==> src/rtl/core/ilrw_pkg.sv <==
// Package for the LED controller register write pointer.
// Holds the request and response payload types, event codes and range constants.
// No dependencies; every other file of the block uses it.
package ilrw_pkg;

   typedef enum logic [1:0] {
      OP_MATCH  = 2'd0,
      OP_BYTE   = 2'd1,
      OP_STOP   = 2'd2,
      OP_IGNORE = 2'd3
   } op_type;

   typedef enum logic [2:0] {
      AI_OFF          = 3'b000,
      AI_RSVD_1       = 3'b001,
      AI_RSVD_2       = 3'b010,
      AI_RSVD_3       = 3'b011,
      AI_ALL          = 3'b100,
      AI_BRIGHT       = 3'b101,
      AI_GROUP        = 3'b110,
      AI_BRIGHT_GROUP = 3'b111
   } ai_code_type;

   localparam logic [3:0] RANGE_ALL_START    = 4'h0;
   localparam logic [3:0] RANGE_BRIGHT_START = 4'h2;
   localparam logic [3:0] RANGE_BRIGHT_END   = 4'h5;
   localparam logic [3:0] RANGE_GROUP_START  = 4'h6;
   localparam logic [3:0] RANGE_GROUP_END    = 4'h7;

   typedef struct packed {
      op_type     op;
      logic [7:0] data_byte;
   } req_payload_type;

   typedef struct packed {
      logic       write_valid;
      logic [3:0] write_index;
      logic [7:0] write_data;
      logic       write_dropped;
      logic       transfer_done;
      logic [7:0] transfer_length;
   } rsp_payload_type;

endpackage

==> src/rtl/core/ilrw_req_if.sv <==
// Request channel interface: valid/ready handshake carrying one bus event.
// Depends on ilrw_pkg for the payload type.
interface ilrw_req_if;
   logic                     valid;
   logic                     ready;
   ilrw_pkg::req_payload_type payload;

   modport source (output valid, output payload, input ready);
   modport sink   (input valid, input payload, output ready);
endinterface

==> src/rtl/core/ilrw_rsp_if.sv <==
// Response channel interface: valid/ready handshake carrying one write report.
// Depends on ilrw_pkg for the payload type.
interface ilrw_rsp_if;
   logic                     valid;
   logic                     ready;
   ilrw_pkg::rsp_payload_type payload;

   modport source (output valid, output payload, input ready);
   modport sink   (input valid, input payload, output ready);
endinterface

==> src/rtl/core/i2c_led_register_write_pointer.sv <==
// Register pointer front end of a bus-attached LED controller.
// Each accepted request's response is registered in the output register.
// Throughput: one request per cycle; a request is taken whenever the output register
// is empty or is being drained in the same cycle.
// Reset (synchronous, active high) clears the byte count, address flag, auto-increment
// flag, pointer, range bounds and the response valid flag.
module i2c_led_register_write_pointer #(
   parameter int NUM_REGS = 13
) (
   input  logic       clock,
   input  logic       reset,
   ilrw_req_if.sink   req_ch,
   ilrw_rsp_if.source rsp_ch
);

   logic                      req_accept;
   logic                      rsp_valid_ff;
   logic                      rsp_valid_in;
   ilrw_pkg::rsp_payload_type rsp_data_ff;
   ilrw_pkg::rsp_payload_type rsp_data_in;

   logic [7:0] count_ff,      count_in;
   logic       addressed_ff,  addressed_in;
   logic       auto_inc_ff,   auto_inc_in;
   logic [3:0] pointer_ff,    pointer_in;
   logic [3:0] range_start_ff, range_start_in;
   logic [3:0] range_end_ff,  range_end_in;

   logic [4:0] pointer_inc;
   logic [3:0] pointer_adv;
   logic       pointer_in_bounds;

   assign req_ch.ready   = !rsp_valid_ff || rsp_ch.ready;
   assign req_accept     = req_ch.valid && req_ch.ready;
   assign rsp_ch.valid   = rsp_valid_ff;
   assign rsp_ch.payload = rsp_data_ff;

   assign pointer_inc       = {1'b0, pointer_ff} + 5'd1;
   assign pointer_adv       = (pointer_inc > {1'b0, range_end_ff}) ? range_start_ff
                                                                   : pointer_inc[3:0];
   assign pointer_in_bounds = ({1'b0, pointer_ff} < 5'(NUM_REGS));

   always_comb begin
      count_in       = count_ff;
      addressed_in   = addressed_ff;
      auto_inc_in    = auto_inc_ff;
      pointer_in     = pointer_ff;
      range_start_in = range_start_ff;
      range_end_in   = range_end_ff;
      rsp_data_in    = '0;

      unique case (req_ch.payload.op)
         ilrw_pkg::OP_MATCH: begin
            count_in     = 8'd0;
            addressed_in = 1'b1;
         end
         ilrw_pkg::OP_BYTE: begin
            if (addressed_ff) begin
               if (count_ff == 8'd0) begin
                  // Control byte: load the pointer and pick the auto-increment range.
                  pointer_in  = req_ch.payload.data_byte[3:0];
                  auto_inc_in = 1'b1;
                  case (ilrw_pkg::ai_code_type'(req_ch.payload.data_byte[7:5]))
                     ilrw_pkg::AI_ALL: begin
                        range_start_in = ilrw_pkg::RANGE_ALL_START;
                        range_end_in   = 4'(NUM_REGS - 1);
                     end
                     ilrw_pkg::AI_BRIGHT: begin
                        range_start_in = ilrw_pkg::RANGE_BRIGHT_START;
                        range_end_in   = ilrw_pkg::RANGE_BRIGHT_END;
                     end
                     ilrw_pkg::AI_GROUP: begin
                        range_start_in = ilrw_pkg::RANGE_GROUP_START;
                        range_end_in   = ilrw_pkg::RANGE_GROUP_END;
                     end
                     ilrw_pkg::AI_BRIGHT_GROUP: begin
                        range_start_in = ilrw_pkg::RANGE_BRIGHT_START;
                        range_end_in   = ilrw_pkg::RANGE_GROUP_END;
                     end
                     default: begin
                        auto_inc_in = 1'b0;
                     end
                  endcase
               end else begin
                  if (pointer_in_bounds) begin
                     rsp_data_in.write_valid = 1'b1;
                     rsp_data_in.write_index = pointer_ff;
                     rsp_data_in.write_data  = req_ch.payload.data_byte;
                  end else begin
                     rsp_data_in.write_dropped = 1'b1;
                  end
                  if (auto_inc_ff) begin
                     pointer_in = pointer_adv;
                  end
               end
            end
            // The count runs even when not addressed, and wraps at 256.
            count_in = count_ff + 8'd1;
         end
         ilrw_pkg::OP_STOP: begin
            if (addressed_ff) begin
               rsp_data_in.transfer_done   = 1'b1;
               rsp_data_in.transfer_length = count_ff;
               count_in                    = 8'd0;
            end
            addressed_in = 1'b0;
         end
         ilrw_pkg::OP_IGNORE: begin
         end
         default: begin
         end
      endcase
   end

   assign rsp_valid_in = req_accept || (rsp_valid_ff && !rsp_ch.ready);

   always_ff @(posedge clock) begin
      if (reset) begin
         rsp_valid_ff   <= 1'b0;
         count_ff       <= 8'd0;
         addressed_ff   <= 1'b0;
         auto_inc_ff    <= 1'b0;
         pointer_ff     <= 4'd0;
         range_start_ff <= 4'd0;
         range_end_ff   <= 4'd0;
      end else begin
         rsp_valid_ff <= rsp_valid_in;
         if (req_accept) begin
            count_ff       <= count_in;
            addressed_ff   <= addressed_in;
            auto_inc_ff    <= auto_inc_in;
            pointer_ff     <= pointer_in;
            range_start_ff <= range_start_in;
            range_end_ff   <= range_end_in;
         end
      end
   end

   always_ff @(posedge clock) begin
      if (req_accept) begin
         rsp_data_ff <= rsp_data_in;
      end
   end

   // A stalled response must block new requests.
   assert property (@(posedge clock) disable iff (reset)
      (rsp_valid_ff && !rsp_ch.ready) |-> !req_ch.ready)
      else $error("request accepted while response is stalled");

   // A response never reports both a write and a dropped write.
   assert property (@(posedge clock) disable iff (reset)
      rsp_valid_ff |-> !(rsp_data_ff.write_valid && rsp_data_ff.write_dropped))
      else $error("write and drop flagged together");

   // Reported writes always target an existing register.
   assert property (@(posedge clock) disable iff (reset)
      (rsp_valid_ff && rsp_data_ff.write_valid) |->
         ({1'b0, rsp_data_ff.write_index} < 5'(NUM_REGS)))
      else $error("write to a register beyond the register count");

   // An accepted stop always leaves the block unaddressed.
   assert property (@(posedge clock) disable iff (reset)
      (req_accept && req_ch.payload.op == ilrw_pkg::OP_STOP) |=> !addressed_ff)
      else $error("still addressed after a stop");

endmodule

==> src/flat_wrapper.sv <==
// flat-port wrapper written by rule: the top's interface ports become plain ports
module i2c_led_register_write_pointer_flat 
#(
   parameter int NUM_REGS = 13
)
  (clock, reset, req_ch_valid, req_ch_payload, req_ch_ready, rsp_ch_valid, rsp_ch_payload, rsp_ch_ready);
  ilrw_req_if req_ch_i ();
  ilrw_rsp_if rsp_ch_i ();
  input  logic clock;
  input  logic reset;
  input wire logic [$bits(req_ch_i.valid)-1:0] req_ch_valid;
  input wire logic [$bits(req_ch_i.payload)-1:0] req_ch_payload;
  output wire logic [$bits(req_ch_i.ready)-1:0] req_ch_ready;
  output wire logic [$bits(rsp_ch_i.valid)-1:0] rsp_ch_valid;
  output wire logic [$bits(rsp_ch_i.payload)-1:0] rsp_ch_payload;
  input wire logic [$bits(rsp_ch_i.ready)-1:0] rsp_ch_ready;
  assign req_ch_i.valid = req_ch_valid;
  assign req_ch_i.payload = req_ch_payload;
  assign req_ch_ready = req_ch_i.ready;
  assign rsp_ch_valid = rsp_ch_i.valid;
  assign rsp_ch_payload = rsp_ch_i.payload;
  assign rsp_ch_i.ready = rsp_ch_ready;
  i2c_led_register_write_pointer #(.NUM_REGS(NUM_REGS)) u_core (.clock(clock), .reset(reset), .req_ch(req_ch_i), .rsp_ch(rsp_ch_i));
endmodule
==> config.mk <==
export PLATFORM = sky130hd
export DESIGN_NAME = i2c_led_register_write_pointer_flat
export DESIGN_NICKNAME = d
export VERILOG_FILES = /design/src/rtl/core/ilrw_pkg.sv /design/src/rtl/core/ilrw_req_if.sv /design/src/rtl/core/ilrw_rsp_if.sv /design/src/rtl/core/i2c_led_register_write_pointer.sv /design/src/flat_wrapper.sv
export SDC_FILE = /design/constraint.sdc
export NUM_CORES = 1
export LEC_CHECK = 0
export BUFFER_PORTS_ARGS = -buffer_cell sky130_fd_sc_hd__buf_2
export CAP_MARGIN = 0
export CORE_ASPECT_RATIO = 1.25
export CORE_MARGIN = 4
export CORE_UTILIZATION = 45
export CTS_BUF_LIST = sky130_fd_sc_hd__clkbuf_4 sky130_fd_sc_hd__clkbuf_8
export CTS_CLUSTER_SIZE = 16
export DETAILED_ROUTE_END_ITERATION = 10
export GPL_TIMING_DRIVEN = 0
export PLACE_DENSITY_LB_ADDON = 0.2
export SLEW_MARGIN = 20
export SYNTH_ARGS = -nofsm -noshare
export SYNTH_HDL_FRONTEND = slang
export SYNTH_SLANG_ARGS = --single-unit
==> constraint.sdc <==
create_clock -name clock -period 3.1 [get_ports clock]
set_input_delay 0.775 -clock clock [delete_from_list [all_inputs] [get_ports clock]]
set_output_delay 0.775 -clock clock [all_outputs]
set_load 0.05 [all_outputs]
==> impl_metrics.json, run 1 <==
{
  "status": "complete, no violations",
  "overflow": 0,
  "leakagePower_nw": 1.01,
  "grt_max_degree": 26,
  "synthAdderAreaFrac_pct": 4.95,
  "start_kind": "flip-flop",
  "drc": 0,
  "rsz0062_at_grt": "false",
  "vdd_drop_max_v": 0.000233,
  "wl_per_cell_um": 12.4,
  "path_class": "flip-flop to flip-flop",
  "rrSetupSlack_ps": 560,
  "slew_headroom_pct": 40.4,
  "placed_cell_area_um2": 2280,
  "tightest_slew_ps": 892,
  "clock_skew_ps": 2.19,
  "antennaDiodeCount": 0,
  "fmax_ghz": 0.394,
  "crit_buf_inv": 0,
  "synth_top_family_by_area": "simple AND/OR/NAND/NOR gates",
  "cpMaxStageDelayCell": "dfxtp_1",
  "grt_use_total_pct": 13.6,
  "yosysSeqAreaShare_pct": 54.9,
  "io_pins": 39,
  "place.port_buffers": 37,
  "cp_cell_sequence": "ha_1 > xor2_1 > ha_1 > a21o_1 > a211oi_1 > o21ai_0 > o311a_1 > nor2_1",
  "syn_area_per_cell_um2": 10.9,
  "cts_sinks": 44,
  "nets": 251,
  "fin_setup_tns_ps": 0,
  "register_area_um2": 1110,
  "antenna_found_initial": 0,
  "final-hold-violation-count": 0,
  "hp-start": "u_core.range_start_ff[2]",
  "fin_crit_sh_pct": 81.8,
  "num-fill-cells": 431,
  "insertion_delay_ps": 290,
  "viasPerCell": 4.95,
  "hold_buffers": 0,
  "syn_area_um2": 2020,
  "critPathLaunch": "u_core.pointer_ff[0]",
  "wl_um": 3580,
  "gr-usage-met2_pct": 22.5,
  "syn_to_final_growth_pct": 19.5,
  "die_area_um2": 5640,
  "clockBufferDepth": 2,
  "max_stage_delay_ps": 440,
  "drtIter0Drc": 78,
  "synth_warnings": 0,
  "layout_min_cycle_time_ps": 2540,
  "cts_made_buffers": 5,
  "core_um2": 4390,
  "grtUsageMet3_pct": 2.84,
  "die_y_um": 83.0,
  "synth-edff-count": 23,
  "ys_async_sr_fraction_pct": 0,
  "max-cap-violations": 0,
  "synth-compound-area-share_pct": 9.28,
  "drive_gt1_share_pct": 23.5,
  "yosys_most_used_dff": "edfxtp_1",
  "busiest_layer": "met2",
  "ant_nets": 0,
  "synth-simple-area-share_pct": 22.3,
  "crit_required_ps": 3330,
  "powerDensity_nw_per_um2": 533,
  "postCtsResizedCells": 0,
  "hpwlAfterDp_um": 2710,
  "multi_input_comb_area_um2": 840,
  "gp_congestion": 0.873,
  "grt_pass1_vias": 1317,
  "synth-xor-area-share_pct": 3.90,
  "globalRouteMet1Util_pct": 17.0,
  "r2r-start": "u_core.pointer_ff[0]",
  "drv_slew": 0,
  "critPathTopFamily": "compound AO/OA/AOI/OAI gates",
  "cts_tree": "yes",
  "htreeDepth": 2,
  "arrival_ps": 2770,
  "critPathMaxFanout": 6,
  "grt_pass1_wl_um": 5990,
  "root_buffer": "clkbuf_8",
  "dieWidth_um": 68.0,
  "dr.pass1.iters": 4,
  "post_cts_buffers": 0,
  "cpMostUsedCell": "ha_1",
  "synth-seq-cells": 44,
  "synthCells": 185,
  "clkTransAtPathRegs_ps": 70,
  "synth_mux_area_share_pct": 1.05,
  "synth.distinct_cells": 43,
  "synth_nets": 207,
  "final_cell_area_um2": 2420,
  "initial_core_util_pct": 46.1,
  "hold_class": "flip-flop to flip-flop",
  "num_rows": 27,
  "via_count": 1427,
  "finalSetupViolCount": 0,
  "end_kind": "flip-flop"
}
## state kept, by name, summed over array words and instances (netlist names)
signal,flops
u_core.range_start_ff,2
u_core.count_ff,8
u_core.auto_inc_ff,1
u_core.range_end_ff,4
u_core.pointer_ff,4
u_core.addressed_ff,1
u_core.rsp_ch.payload,23
u_core.rsp_ch.valid,1
## synthesized netlist by cell type (2+ instances only)
master	instances	area, um2
nor3_1	5	25.0
and2_1	19	119
nand4_1	4	25.0
and3_1	4	25.0
clkbuf_1	3	11.3
nand3_1	5	25.0
nor4_1	4	25.0
xor2_1	7	61.3
o21ai_0	6	30.0
nor2_1	13	48.8
xnor2_1	2	17.5
nand2_1	12	45.0
inv_1	12	45.0
o21a_1	2	15.0
ha_1	8	100
a31oi_1	5	31.3
edfxtp_1	23	691
a21oi_1	6	30.0
dfxtp_1	21	420
## layout make-up
cell class	instances	area share, %
well taps	58	3.00
clock buffers	6	3.16
plain buffers	5	1.14
multi-input cells	124	34.7
clock inverters	2	2.48
inverters	12	1.86
flip-flops and latches	44	46.0
repair buffers	37	7.66
## path summary, 6_finish.rpt
| check | endpoint | cells after the start |
|---|---|---|
| max reg2reg | u_core.pointer_ff[0] | 8 |
| min reg2reg | u_core.range_start_ff[2] | 2 |
| min | u_core.range_start_ff[2] | 2 |
| max | u_core.pointer_ff[0] | 8 |
## through the flow
stage          instances  power, mW  hold WS, ps  util [%]  worst slack [ps]
5_1_grt              288       1.34          510      55.0               366
3_3_place_gp         280      0.792          449      51.9               615
3_5_place_dp         280      0.792          453      51.9               592
4_1_cts              288       1.30          466      55.0               555
6_report             288       1.29          465      55.0               565
2_1_floorplan        185      0.754          438         -               823
## per-layer routing
layer | wire [um] | up-vias
met5 | 0 | -
met4 | 56 | 0
met3 | 184 | 5
met2 | 1730 | 31
met1 | 1600 | 645
li1 | - | 746
## worst reg2reg max path, stage by stage, from the launching register on
cell and delay (ps):
dfxtp_1 440, ha_1 230, xor2_1 270, ha_1 310, a21o_1 190, a211oi_1 400
o21ai_0 230, o311a_1 320, nor2_1 90
## placed cells by master, fill, tap and decap left out, types with 2 or more instances in the layout
cell,n
and3_1,4
nand2_1,12
and2_1,19
clkbuf_1,3
ha_1,8
o21a_1,2
inv_1,12
a31oi_1,5
nor3_1,5
a21oi_1,6
nand4_1,4
buf_2,38
xor2_1,7
nor4_1,4
xnor2_1,2
edfxtp_1,23
o21ai_0,6
clkbuf_8,5
dfxtp_1,21
nand3_1,5
nor2_1,13
bufinv_16,2
## report_power, final
group | switching [mW] | internal (mW) | total, mW
Clock | 0.181 | 0.331 | 0.512
Combinational | 0.106 | 0.0358 | 0.142
Sequential | 0.00670 | 0.630 | 0.636
Total | 0.293 | 0.996 | 1.29
## logic make-up after synthesis
logic type,Yosys count
buffers and inverters,17
xor gates and xnor gates,9
AOI/OAI and AO/OA,28
and+or+nand+nor,77
DFF,44
muxes,2
adders and majority gates,8
Note: power is estimated with default switching activity, not from simulation.
==> run 2, diff against run 1 <==
clock period = 2.6 ns   (was 3.1 ns; I/O delays follow)
==> impl_metrics.json, run 2 (synthesis results as in run 1) <==
{
  "status": "complete, no violations",
  "grt_use_total_pct": 13.6,
  "syn_to_final_growth_pct": 19.7,
  "gp_congestion": 0.873,
  "max-cap-violations": 0,
  "cts_sinks": 44,
  "overflow": 0,
  "hpwlAfterDp_um": 2710,
  "finalSetupViolCount": 0,
  "crit_required_ps": 2830,
  "antennaDiodeCount": 0,
  "critPathMaxFanout": 6,
  "clock_skew_ps": 1.76,
  "initial_core_util_pct": 46.1,
  "drv_slew": 0,
  "vdd_drop_max_v": 0.000277,
  "hold_class": "flip-flop to flip-flop",
  "clkTransAtPathRegs_ps": 80,
  "layoutNonFillerInstCount": 288,
  "layout_min_cycle_time_ps": 2440,
  "fin_crit_sh_pct": 93.8,
  "slew_headroom_pct": 40.7,
  "busiest_layer": "met2",
  "drtIter0Drc": 84,
  "cts_tree": "yes",
  "drc": 0,
  "grt_pass1_wl_um": 5990,
  "place.port_buffers": 37,
  "final_common_cell": "buf_2",
  "wl_um": 3660,
  "cts_made_buffers": 5,
  "via_count": 1426,
  "num_rows": 27,
  "gr-usage-met2_pct": 22.5,
  "root_buffer": "clkbuf_8",
  "dp_slack_ps": 92.1,
  "antenna_found_initial": 0,
  "dp.cells": 280,
  "end_kind": "flip-flop",
  "grtUsageMet3_pct": 2.84,
  "setup_slack_ps": 160,
  "wl_per_cell_um": 12.7,
  "powerDensity_nw_per_um2": 635,
  "largest_reg_flops": 23,
  "arrival_ps": 2670,
  "ant_nets": 0,
  "num-fill-cells": 430,
  "clockBufferDepth": 2,
  "tightest_slew_ps": 889,
  "whs_ps": 464,
  "final_cell_mix": "buf_2 (38), edfxtp_1 (23), dfxtp_1 (21)",
  "dieWidth_um": 68.0,
  "htreeDepth": 2,
  "dr.pass1.iters": 4,
  "start_kind": "flip-flop",
  "rsz0062_at_grt": "false",
  "final-hold-violation-count": 0,
  "fin_setup_tns_ps": 0,
  "core_um2": 4390,
  "globalRouteMet1Util_pct": 17.0,
  "placed_cell_area_um2": 2280,
  "nets": 251,
  "drive_gt1_share_pct": 23.9,
  "die_area_um2": 5640,
  "grt_max_degree": 26,
  "path_class": "flip-flop to flip-flop",
  "final_cell_area_um2": 2420,
  "io_pins": 39,
  "viasPerCell": 4.95,
  "leakagePower_nw": 1.01,
  "insertion_delay_ps": 290,
  "grt_pass1_vias": 1317,
  "fmax_ghz": 0.410,
  "die_y_um": 83.0
}
-- run 2: cell types whose count changed in the layout (fill, tap and decap cells not counted) --
| cell | previous run | this run |
|---|---|---|
| a211oi_1 | 1 | 0 |
| a211oi_2 | 1 | 2 |
-- run 2: metrics by stage --
| stage | utilization (%) | power, mW |
|---|---|---|
| floorplan | - | 0.899 |
| global placement | 51.9 | 0.944 |
| detailed placement | 51.9 | 0.945 |
| CTS | 55.0 | 1.56 |
| global route | 55.2 | 1.60 |
| finish | 55.2 | 1.54 |
-- run 2: path summary, 6_finish.rpt --
kind                            slack (ps)                startpoint  cells past startpoint                       end
worst min register to register         460  u_core.range_start_ff[2]                      2  u_core.range_start_ff[2]
worst max-delay path                   160      u_core.pointer_ff[0]                      8      u_core.pointer_ff[0]
worst max register to register         160      u_core.pointer_ff[0]                      8      u_core.pointer_ff[0]
worst min-delay path                   460  u_core.range_start_ff[2]                      2  u_core.range_start_ff[2]
-- run 2: layout make-up --
class / count / area [um2] / area share (%)
Buffer: 5 / 27.5 / 1.14
Clock buffer: 6 / 76.3 / 3.15
Clock inverter: 2 / 60.1 / 2.48
Inverter: 12 / 45.0 / 1.86
Multi-Input combinational cell: 124 / 845 / 34.9
Sequential cell: 44 / 1110 / 45.9
Tap cell: 58 / 72.6 / 3.00
Timing Repair Buffer: 37 / 185 / 7.64
-- run 2: report_power, final --
part | leakage [nW] | internal, mW | switching [mW]
combinational | 0.536 | 0.0432 | 0.127
sequential | 0.402 | 0.751 | 0.00808
clock | 0.0688 | 0.394 | 0.215
total | 1.01 | 1.19 | 0.351
-- run 2: per-layer routing --
metal  vias to the layer above  share of wire [%]  routed length [um]
met5                         -                  0                   0
met4                         0                1.5                  56
met3                         5                4.4                 160
met2                        26                 49                1790
met1                       652                 45                1650
li1                        743                  -                   -
-- run 2: repair_timing --
action	4_1_cts	5_1_grt
endpoints found under the setup margin	0	3
setup buffers	0	0
resized for setup	0	1
hold buffers	0	0
-- run 2: critical path: stages (launching register included) --
cell,delay [ps]
dfxtp_1,450
ha_1,230
xor2_1,270
ha_1,310
a21o_1,210
a211oi_2,310
o21ai_0,200
o311a_1,320
nor2_1,90
